`src/rtl/cfcr_pkg.sv`:
```
`timescale 1ns / 1ps
// ----------------------------------------------------------------------------
// cfcr_pkg
// Shared types and constants for the capture responder.
// ----------------------------------------------------------------------------
package cfcr_pkg;

  // item command carried on tuser
  typedef enum logic [1:0] {
    CMD_REQUEST = 2'd0,
    CMD_CAPTURE = 2'd1,
    CMD_CANCEL  = 2'd2
  } cmd_t;

  // configuration register indexes
  localparam logic REG_ENABLE      = 1'b0;
  localparam logic REG_REQUEST_BUS = 1'b1;

  localparam int CFG_DATA_W  = 2;
  localparam int IN_TDATA_W  = 136;
  localparam int OUT_TDATA_W = 104;

  localparam logic [28:0] REQ_ID      = 29'h18DABAF1;
  localparam logic [7:0]  RSP_B0      = 8'h07;
  localparam logic [7:0]  RSP_B1      = 8'h62;
  localparam int          MAX_COPY    = 5;
  localparam logic [3:0]  MIN_REQ_LEN = 4'd7;
  localparam logic [3:0]  MAX_LEN     = 4'd8;
  localparam logic [3:0]  NIB_MASK    = 4'hF;

  typedef struct packed {
    logic [1:0]  command;
    logic [1:0]  bus_index;
    logic        extended_frame;
    logic [28:0] frame_id;
    logic [3:0]  frame_length;
    logic [63:0] payload;
    logic        panel_busy;
    logic [31:0] frame_stamp;
  } item_t;

  typedef struct packed {
    logic        request_accepted;
    logic        response_valid;
    logic [63:0] response_payload;
    logic [31:0] response_timestamp;
  } result_t;

  typedef struct packed {
    logic       enable;
    logic [1:0] request_bus;
  } cfg_t;

endpackage

```
`src/rtl/cfcr_in_stage.sv`:
```
`timescale 1ns / 1ps
// ----------------------------------------------------------------------------
// cfcr_in_stage
// Input register: unpacks the slave-side beat and holds it for the engine.
// ----------------------------------------------------------------------------
module cfcr_in_stage
  import cfcr_pkg::*;
(
  input  logic                  clk,
  input  logic                  rst,
  input  logic                  s_tvalid,
  input  logic [IN_TDATA_W-1:0] s_tdata,
  input  logic [1:0]            s_tuser,
  input  logic                  advance,
  output logic                  s_tready,
  output logic                  item_valid,
  output item_t                 item
);

  assign s_tready = !item_valid || advance;

  always_ff @(posedge clk) begin
    if (rst) begin
      item_valid <= 1'b0;
    end else if (s_tready) begin
      item_valid <= s_tvalid;
    end
  end

  always_ff @(posedge clk) begin
    if (s_tready && s_tvalid) begin
      item.command        <= s_tuser;
      item.bus_index      <= s_tdata[1:0];
      item.extended_frame <= s_tdata[2];
      item.frame_id       <= s_tdata[31:3];
      item.frame_length   <= s_tdata[35:32];
      item.payload        <= s_tdata[99:36];
      item.panel_busy     <= s_tdata[100];
      item.frame_stamp    <= s_tdata[132:101];
    end
  end

endmodule

```
`src/rtl/cfcr_engine.sv`:
```
`timescale 1ns / 1ps
// ----------------------------------------------------------------------------
// cfcr_engine
// Arm/capture state and the single-pass result logic for one item.
// ----------------------------------------------------------------------------
module cfcr_engine
  import cfcr_pkg::*;
(
  input  logic    clk,
  input  logic    rst,
  input  cfg_t    cfg,
  input  item_t   item,
  input  logic    advance,
  output result_t result
);

  logic        armed_flag, armed_flag_next;
  logic        target_is_extended;
  logic [3:0]  byte_offset;
  logic [7:0]  descriptor_byte;
  logic [31:0] target_identifier;

  logic        load_target;
  logic [3:0]  len_sat;
  logic        req_ok;
  logic        tgt_match;
  logic [7:0]  desc_in;
  logic [4:0]  idx [MAX_COPY];
  logic [63:0] copy_pay;

  always_comb begin
    len_sat = (item.frame_length > MAX_LEN) ? MAX_LEN : item.frame_length;
    desc_in = item.payload[23:16];
    req_ok  = cfg.enable && item.extended_frame && (item.bus_index == cfg.request_bus) &&
              (item.frame_id == REQ_ID) && (len_sat >= MIN_REQ_LEN);
    tgt_match = (item.extended_frame == target_is_extended) &&
                ({3'b000, item.frame_id} == target_identifier);

    // bytes copied from the offset, stopping at the frame length
    copy_pay = {40'd0, descriptor_byte, RSP_B1, RSP_B0};
    for (int k = 0; k < MAX_COPY; k++) begin
      idx[k] = {1'b0, byte_offset} + 5'(k);
      if (idx[k] < {1'b0, len_sat}) begin
        copy_pay[(3 + k) * 8 +: 8] = item.payload[{idx[k][2:0], 3'b000} +: 8];
      end
    end

    armed_flag_next = armed_flag;
    load_target     = 1'b0;
    result          = '0;
    case (cmd_t'(item.command))
      CMD_REQUEST: begin
        if (req_ok) begin
          load_target             = 1'b1;
          armed_flag_next         = 1'b1;
          result.request_accepted = 1'b1;
        end
      end
      CMD_CAPTURE: begin
        if (cfg.enable && armed_flag) begin
          if (item.panel_busy) begin
            armed_flag_next = 1'b0;
          end else if (tgt_match) begin
            armed_flag_next = 1'b0;
            if (byte_offset < len_sat) begin
              result.response_valid     = 1'b1;
              result.response_payload   = copy_pay;
              result.response_timestamp = item.frame_stamp;
            end
          end
        end
      end
      CMD_CANCEL: begin
        armed_flag_next = 1'b0;
      end
      default: begin
      end
    endcase
  end

  always_ff @(posedge clk) begin
    if (rst) begin
      armed_flag         <= 1'b0;
      target_is_extended <= 1'b0;
      byte_offset        <= '0;
      descriptor_byte    <= '0;
      target_identifier  <= '0;
    end else if (advance) begin
      armed_flag <= armed_flag_next;
      if (load_target) begin
        target_is_extended <= (desc_in[7:4] != 4'd0);
        byte_offset        <= desc_in[3:0] & NIB_MASK;
        descriptor_byte    <= desc_in;
        target_identifier  <= {item.payload[31:24], item.payload[39:32],
                               item.payload[47:40], item.payload[55:48]};
      end
    end
  end

endmodule

```
`src/rtl/cfcr_out_stage.sv`:
```
`timescale 1ns / 1ps
// ----------------------------------------------------------------------------
// cfcr_out_stage
// Result register driving the master-side beat.
// ----------------------------------------------------------------------------
module cfcr_out_stage
  import cfcr_pkg::*;
(
  input  logic                   clk,
  input  logic                   rst,
  input  logic                   advance,
  input  result_t                result,
  input  logic                   m_tready,
  output logic                   m_tvalid,
  output logic [OUT_TDATA_W-1:0] m_tdata,
  output logic                   room
);

  assign room = !m_tvalid || m_tready;

  always_ff @(posedge clk) begin
    if (rst) begin
      m_tvalid <= 1'b0;
    end else if (room) begin
      m_tvalid <= advance;
    end
  end

  always_ff @(posedge clk) begin
    if (advance) begin
      m_tdata <= {6'd0, result.response_timestamp, result.response_payload,
                  result.response_valid, result.request_accepted};
    end
  end

endmodule

```
`src/rtl/can_frame_capture_responder.sv`:
```
`timescale 1ns / 1ps
// ----------------------------------------------------------------------------
// can_frame_capture_responder
// One-shot frame snooper: a request arms it, a matching frame is echoed.
// ----------------------------------------------------------------------------
// usage
//   slave side (s_*) takes one frame item per beat; tuser holds the command
//   (request, capture, cancel). master side (m_*) gives exactly one result
//   beat for every input beat, in order.
//   cfg_we/cfg_index/cfg_data write enable (index 0) and request_bus
//   (index 1); write only while no beat is in flight.
// pipeline and throughput
//   an input beat passes the input register, then the result register.
//   one beat per cycle sustained while m_tready stays high: the arm
//   state is updated in the same cycle the result register loads, so
//   the next item sees it at once.
// reset
//   synchronous rst clears both valid flags, the arm state, the stored
//   target and the configuration (service disabled, bus 0).
// stalls
//   when m_tready is low the result beat holds; one more item may wait in
//   the input register, after that s_tready drops.
// ----------------------------------------------------------------------------
module can_frame_capture_responder
  import cfcr_pkg::*;
(
  input  logic                   clk,
  input  logic                   rst,
  // configuration write port
  input  logic                   cfg_we,
  input  logic                   cfg_index,
  input  logic [CFG_DATA_W-1:0]  cfg_data,
  // input beats
  input  logic                   s_tvalid,
  output logic                   s_tready,
  // [1:0] bus_index, [2] extended_frame, [31:3] frame_id, [35:32] frame_length,
  // [99:36] payload, [100] panel_busy, [132:101] frame_stamp, rest zero
  input  logic [IN_TDATA_W-1:0]  s_tdata,
  // [1:0] command
  input  logic [1:0]             s_tuser,
  // result beats
  output logic                   m_tvalid,
  input  logic                   m_tready,
  // [0] request_accepted, [1] response_valid, [65:2] response_payload,
  // [97:66] response_timestamp, rest zero
  output logic [OUT_TDATA_W-1:0] m_tdata
);

  cfg_t    cfg;
  item_t   item;
  result_t result;
  logic    item_valid;
  logic    room;
  logic    advance;

  // an item moves into the result register when there is room for it
  assign advance = item_valid && room;

  // configuration registers
  always_ff @(posedge clk) begin
    if (rst) begin
      cfg <= '0;
    end else if (cfg_we) begin
      unique case (cfg_index)
        REG_ENABLE:      cfg.enable      <= cfg_data[0];
        REG_REQUEST_BUS: cfg.request_bus <= cfg_data[1:0];
        default: begin
        end
      endcase
    end
  end

  cfcr_in_stage u_in_stage (
    .clk        (clk),
    .rst        (rst),
    .s_tvalid   (s_tvalid),
    .s_tdata    (s_tdata),
    .s_tuser    (s_tuser),
    .advance    (advance),
    .s_tready   (s_tready),
    .item_valid (item_valid),
    .item       (item)
  );

  // arm state and response build
  cfcr_engine u_engine (
    .clk     (clk),
    .rst     (rst),
    .cfg     (cfg),
    .item    (item),
    .advance (advance),
    .result  (result)
  );

  cfcr_out_stage u_out_stage (
    .clk      (clk),
    .rst      (rst),
    .advance  (advance),
    .result   (result),
    .m_tready (m_tready),
    .m_tvalid (m_tvalid),
    .m_tdata  (m_tdata),
    .room     (room)
  );

endmodule

```
`config.mk`:
```
export PLATFORM = sky130hd
export DESIGN_NAME = can_frame_capture_responder
export DESIGN_NICKNAME = d
export VERILOG_FILES = /design/src/rtl/cfcr_pkg.sv /design/src/rtl/cfcr_in_stage.sv /design/src/rtl/cfcr_engine.sv /design/src/rtl/cfcr_out_stage.sv /design/src/rtl/can_frame_capture_responder.sv
export SDC_FILE = /design/constraint.sdc
export NUM_CORES = 1
export LEC_CHECK = 0
export BUFFER_PORTS_ARGS = -buffer_cell sky130_fd_sc_hd__buf_2
export CELL_PAD_IN_SITES_DETAIL_PLACEMENT = 0
export CELL_PAD_IN_SITES_GLOBAL_PLACEMENT = 1
export CORE_MARGIN = 5
export CORE_UTILIZATION = 46
export CTS_BUF_LIST = sky130_fd_sc_hd__clkbuf_8
export CTS_CLUSTER_DIAMETER = 100
export DETAILED_ROUTE_END_ITERATION = 12
export PLACE_DENSITY = 0.87
export SYNTH_ARGS = -nofsm -noshare
export SYNTH_HDL_FRONTEND = slang
export SYNTH_SLANG_ARGS = --single-unit
```
`constraint.sdc`:
```
create_clock -name clk -period 6.25 [get_ports clk]
set_input_delay 1.25 -clock clk [delete_from_list [all_inputs] [get_ports clk]]
set_output_delay 1.25 -clock clk [all_outputs]
set_load 0.005 [all_outputs]
```
### Word-level counts from Yosys, hierarchy flattened

Cells that the tools add are included.

* bits in registers: 284
* output and inout bits: 106

* shifts and indexed selects: 5
* reduce and logical (&&, ||, !) cells: 26
* mux-type cells: 14
* bitwise logic cells: 10
* add/sub/neg operators: 4
* order comparisons: 8
* eq/ne operators: 9

Operator list (count)
* $shiftx 64x7->8: 5
* $mux 97: 1
* $mux 8: 5
* $eq 29x32->1: 1
* $reduce_or 6->1: 5
* $eq 29x29->1 const B: 1
* $lt 5x4->1: 4
* $add 4x2->5 const B: 2
* $not 1->1: 10
* $logic_and 1x1->1: 8
* $lt 4x4->1: 2
* $mux 1: 6
* $reduce_and 2->1: 3
* $add 4x1->5 const B: 1
* $add 4x3->5 const B: 1
* $reduce_and 5->1: 1
* $reduce_or 5->1: 1
* $ge 4x3->1 const B: 1
* $gt 4x4->1 const B: 1
* $mux 4: 1
* $ne 2x1->1 const B: 2
* $reduce_bool 4->1: 1
* $reduce_or 4->1: 1
* $ne 3x2->1 const B: 1
* other kinds (9): 11

### Depth between registers and ports, before layout

* depth after elaboration: 7
* gate-level depth with buffers: 13
* depth with buffers taken out: 9

### Cells and area by module

From an unflattened synthesis, not the netlist that was laid out.

* cell total of the unflattened synthesis: 804
* area total of the unflattened synthesis: 12369.4 um^2

Modules (own cells, without submodules)
* cfcr_engine: cells each 541, times used 1, area each 5087.4 um^2
* cfcr_in_stage: cells each 140, times used 1, area each 4108.9 um^2
* cfcr_out_stage: cells each 109, times used 1, area each 3037.9 um^2
* can_frame_capture_responder: cells each 14, times used 1, area each 135.1 um^2

### Worst setup path after synthesis

No wires, ideal clock.

* kind: input -> register
* start point: in m_tready
* end point: reg u_out_stage.m_tdata[0] (enable)
* required time: 5727 ps
* arrival time: 4778 ps
* path buffers: 0
* library setup time: 523 ps
* slack: 949 ps
* stages: 2
* cell sequence: nor2b_1 > nor2_1

* longest elaborated chain between the ends: 2

RTL lines
* start: declaration: RTL line can_frame_capture_responder.sv:43 `input logic m_tready,`
* $logic_or 1x1->1: RTL line cfcr_out_stage.sv:19 `assign room = !m_tvalid || m_tready;`
* $logic_and 1x1->1: RTL line can_frame_capture_responder.sv:57 `assign advance = item_valid && room;`
* named net advance: RTL line can_frame_capture_responder.sv:54 `logic advance;`
* end signal: assignment: RTL line cfcr_out_stage.sv:31 `m_tdata <= {6'd0, result.response_timestamp, result.response_payload,`
* end: declaration: RTL line cfcr_out_stage.sv:15 `output logic [OUT_TDATA_W-1:0] m_tdata,`

The timed path passes the listed nets, and every way through them passes these cells.
A chain may end at the register's enable or synchronous reset.

==> results.yml <==
outcome:
  status: "finished, final reports clean"
route:
  vias: 7034
  detail_route.wl_per_cell_um: 19.3
  routed_wl_um: 26700
  drc: 0
  wl_met1_um: 11000
  drtIter0Drc: 536
  drt-vias-per-instance: 5.10
  dr.pass1.iters: 5
  wl_met2_um: 12700
  wl_met3_um: 2150
  antenna_left: 0
  top_layer: "met4"
sta:
  worst_slew_pin_slew_ns: 1.31
  tns_ns: 0
  slew_headroom_pct: 11.3
  worst_slack_ns: 2.29
  setup_violations: 0
  holdWs_ns: 0.475
  min_period_over_period_pct: 63.4
  rsz0062_at_grt: "false"
  finalHoldViolations: 0
  max_freq_ghz: 0.253
  slew_violations: 0
  finalCriticalPeriod_ns: 3.96
  finalClockSkew_ns: 0.0368
setup_path:
  critPathTopFamily: "adder cells"
  cp_common_cell: "ha_1"
  rrSetupSlack_ns: 2.29
  crit_buf_inv: 3
  cp-end-kind: "flop"
  required_ns: 6.62
  reg2reg_depth: 9
  path_class: "reg -> reg"
  arrival_ns: 4.33
  r2r-end: "u_out_stage.m_tdata[44]"
  slowest_delay_ns: 1.10
  crit_slowest_cell: "ha_1"
  worstPathCellList: "buf_4 > clkinv_1 > ha_1 > inv_1 > ha_1 > a21o_1 > a221oi_1 > nand2_1 > a21oi_1"
  timing.rr.start: "u_engine.descriptor_byte[1]"
  crit_fanout: 31
  startpoint_type: "flop"
logic_synthesis:
  ys_top_cells_by_area: "edfxtp_1 56%, mux4_2 9.3%, dfxtp_1 8.1%, mux2i_1 6.3%, xnor2_1 2.5%"
  synth_largest_area_cell: "edfxtp_1"
  async_flop_share_pct: 0
  synth_area_per_cell_um2: 15.1
  synth.most_common_cell: "edfxtp_1"
  synth_seq_cells: 264
  synth-edff-count: 217
  yosysSeqAreaShare_pct: 64.3
  synth_flop_cell: "edfxtp_1"
  yosysTopAreaCellShare_pct: 56.2
  synth_common_cells: "217 x edfxtp_1, 73 x mux2i_1, 63 x nor2_1, 58 x nand2_1, 48 x mux4_2"
  synth_warnings: 0
  syn_inst: 767
  synth_area_um2: 11600
  synth_cell_types: 48
die:
  rows: 58
  io_pins: 252
  core_um2: 25000
  die_x_um: 169
  die_h_um: 169
  start_util_pct: 46.4
  fp.dieArea_um2: 28500
global_routing:
  grt_pass1_vias: 7133
  grt_pass1_wl_um: 41000
  antenna_found_initial: 2
  track_usage_pct: 18.8
  grt_max_degree: 80
  overflow: 0
pwr:
  comb_power_share_pct: 5.1
  switching_power_mw: 0.813
  power-per-cell-area_nw_per_um2: 263
  power.leakage_nw: 5.27
  p_seq_share_pct: 55.9
  p_clk_share_pct: 39.0
  vdd_drop_max_uv: 197
  internal-power_mw: 2.81
  sw_frac_of_total_pct: 22.4
clock_tree:
  cts_hold_buf: 0
  cts_buffers: 43
  clk_latency_ns: 0.57
  htreeDepth: 2
  clock-root-buffer: "clkbuf_8"
  cts_tree: "built"
  cts_resized: 0
  postCtsSetupBuffers: 0
  cts.sinks: 264
  clkTransAtPathRegs_ns: 0.06
  ctsLongestPathBuffers: 3
layout:
  stdcell_count: 1380
  register_area_um2: 7460
  area_growth_pct: 19.0
  fin_nets: 1182
  final_util_pct: 55.3
  multi_input_area_um2: 3790
  filler_cell_count: 2090
  final_layout_size_suffix_gt1_share_pct: 33.5
run:
  drv_cap: 0
min_path:
  hold_path_depth: 2
  hp-start: "cfg[1]"
  hold_path.class: "reg -> reg"
  worstHoldEndpoint: "cfg[1]"
placement:
  port_buffers: 232
  dp_hpwl_um: 19400
  globalplace.congestion: 0.857
  placedCellCount: 1299
  place_ws_ns: 2.27
[power groups by stage]
stage	clock network [mW]	registers, mW	logic (mW)
2_1_floorplan	0	2.05	0.102
3_3_place_gp	0	2.06	0.184
3_5_place_dp	0	2.06	0.187
4_1_cts	1.46	2.03	0.187
5_1_grt	1.55	2.03	0.204
6_report	1.41	2.03	0.185
[flip-flops by register name (all words and copies together), names as in the netlist]
signal and flops:
u_engine.target_identifier 32, u_in_stage.item 135, u_out_stage.m_tvalid 1, u_engine.armed_flag 1, u_engine.target_is_extended 1, u_engine.descriptor_byte 8
u_in_stage.item_valid 1, u_out_stage.m_tdata 82, cfg 3
[per-layer routing]
layer,vias to the layer above,track usage (%)
met3,61,4.88
met1,3386,25.3
met5,-,0
met2,276,29.4
met4,0,7.34
li1,3311,-
[per-stage QoR]
stage | power, mW | area (um^2)
2_1_floorplan | 2.15 | 11600
3_3_place_gp | 2.25 | 13000
3_5_place_dp | 2.25 | 13000
4_1_cts | 3.68 | 13800
5_1_grt | 3.78 | 13800
6_report | 3.63 | 13800
[worst reg2reg max path: cells and delay by family, from the launching register on]
kind            cells  cell delay, ns
simple gates        1            0.35
compound gates      3            0.71
flops               1            0.31
buf+inv             3            0.99
fa+ha+maj           2            1.42
[cells in the final DEF, fill, tap and decap left out, types with 2 or more instances in the layout]
cell	instances
clkinv_2	2
conb_1	16
xor2_1	4
nand4b_1	4
ha_1	21
nor4_1	4
nand2b_1	2
nor2_1	62
nand2_1	58
inv_1	32
dfxtp_1	46
clkinv_1	12
a21boi_0	8
xnor2_1	33
nor2b_1	4
o21ai_0	2
a21o_1	2
a21oi_1	26
and2_1	40
clkinv_8	2
nand3b_1	2
edfxtp_1	217
or4bb_1	2
clkbuf_8	44
buf_4	10
mux2i_1	73
nor3_1	3
nand4_1	7
diode_2	3
bufinv_16	2
o21bai_1	2
buf_2	232
nand3_1	6
mux4_2	48
[cell type report]
| cell class | instances | share of cell area (%) |
|---|---|---|
| sequential | 264 | 54.1 |
| multi-input combinational | 445 | 27.5 |
| timing repair buffer | 242 | 8.96 |
| clock buffer | 44 | 4.39 |
| tap | 330 | 2.99 |
| clock inverter | 34 | 1.56 |
| inverter | 18 | 0.490 |
| antenna | 3 | 0.0544 |
[cell families (layout without fill, tap and decap cells)]
family,Yosys count,in the layout,share of synthesized area (%)
adder cells (fa/ha/maj),22,22,2.44
flip-flops,264,264,64.3
other,1,19,0.0324
AND/OR/NAND/NOR,202,202,8.65
XOR/XNOR,37,37,2.80
multiplexers,122,122,15.7
AO/OA/AOI/OAI,46,46,2.47
buffers and inverters,73,338,3.53
[how the worst max path moves through the flow]
stage,from,cells after the start,to
after global placement,u_engine.descriptor_byte[1],9,u_out_stage.m_tdata[45]
after global routing,u_engine.descriptor_byte[1],9,u_out_stage.m_tdata[44]
final,u_engine.descriptor_byte[1],9,u_out_stage.m_tdata[44]
after detailed placement,u_engine.descriptor_byte[1],9,u_out_stage.m_tdata[44]
after floorplan,m_tready,2,u_out_stage.m_tdata[0]
after CTS,u_engine.descriptor_byte[1],9,u_out_stage.m_tdata[44]
Power figures use the tool's default switching activity.
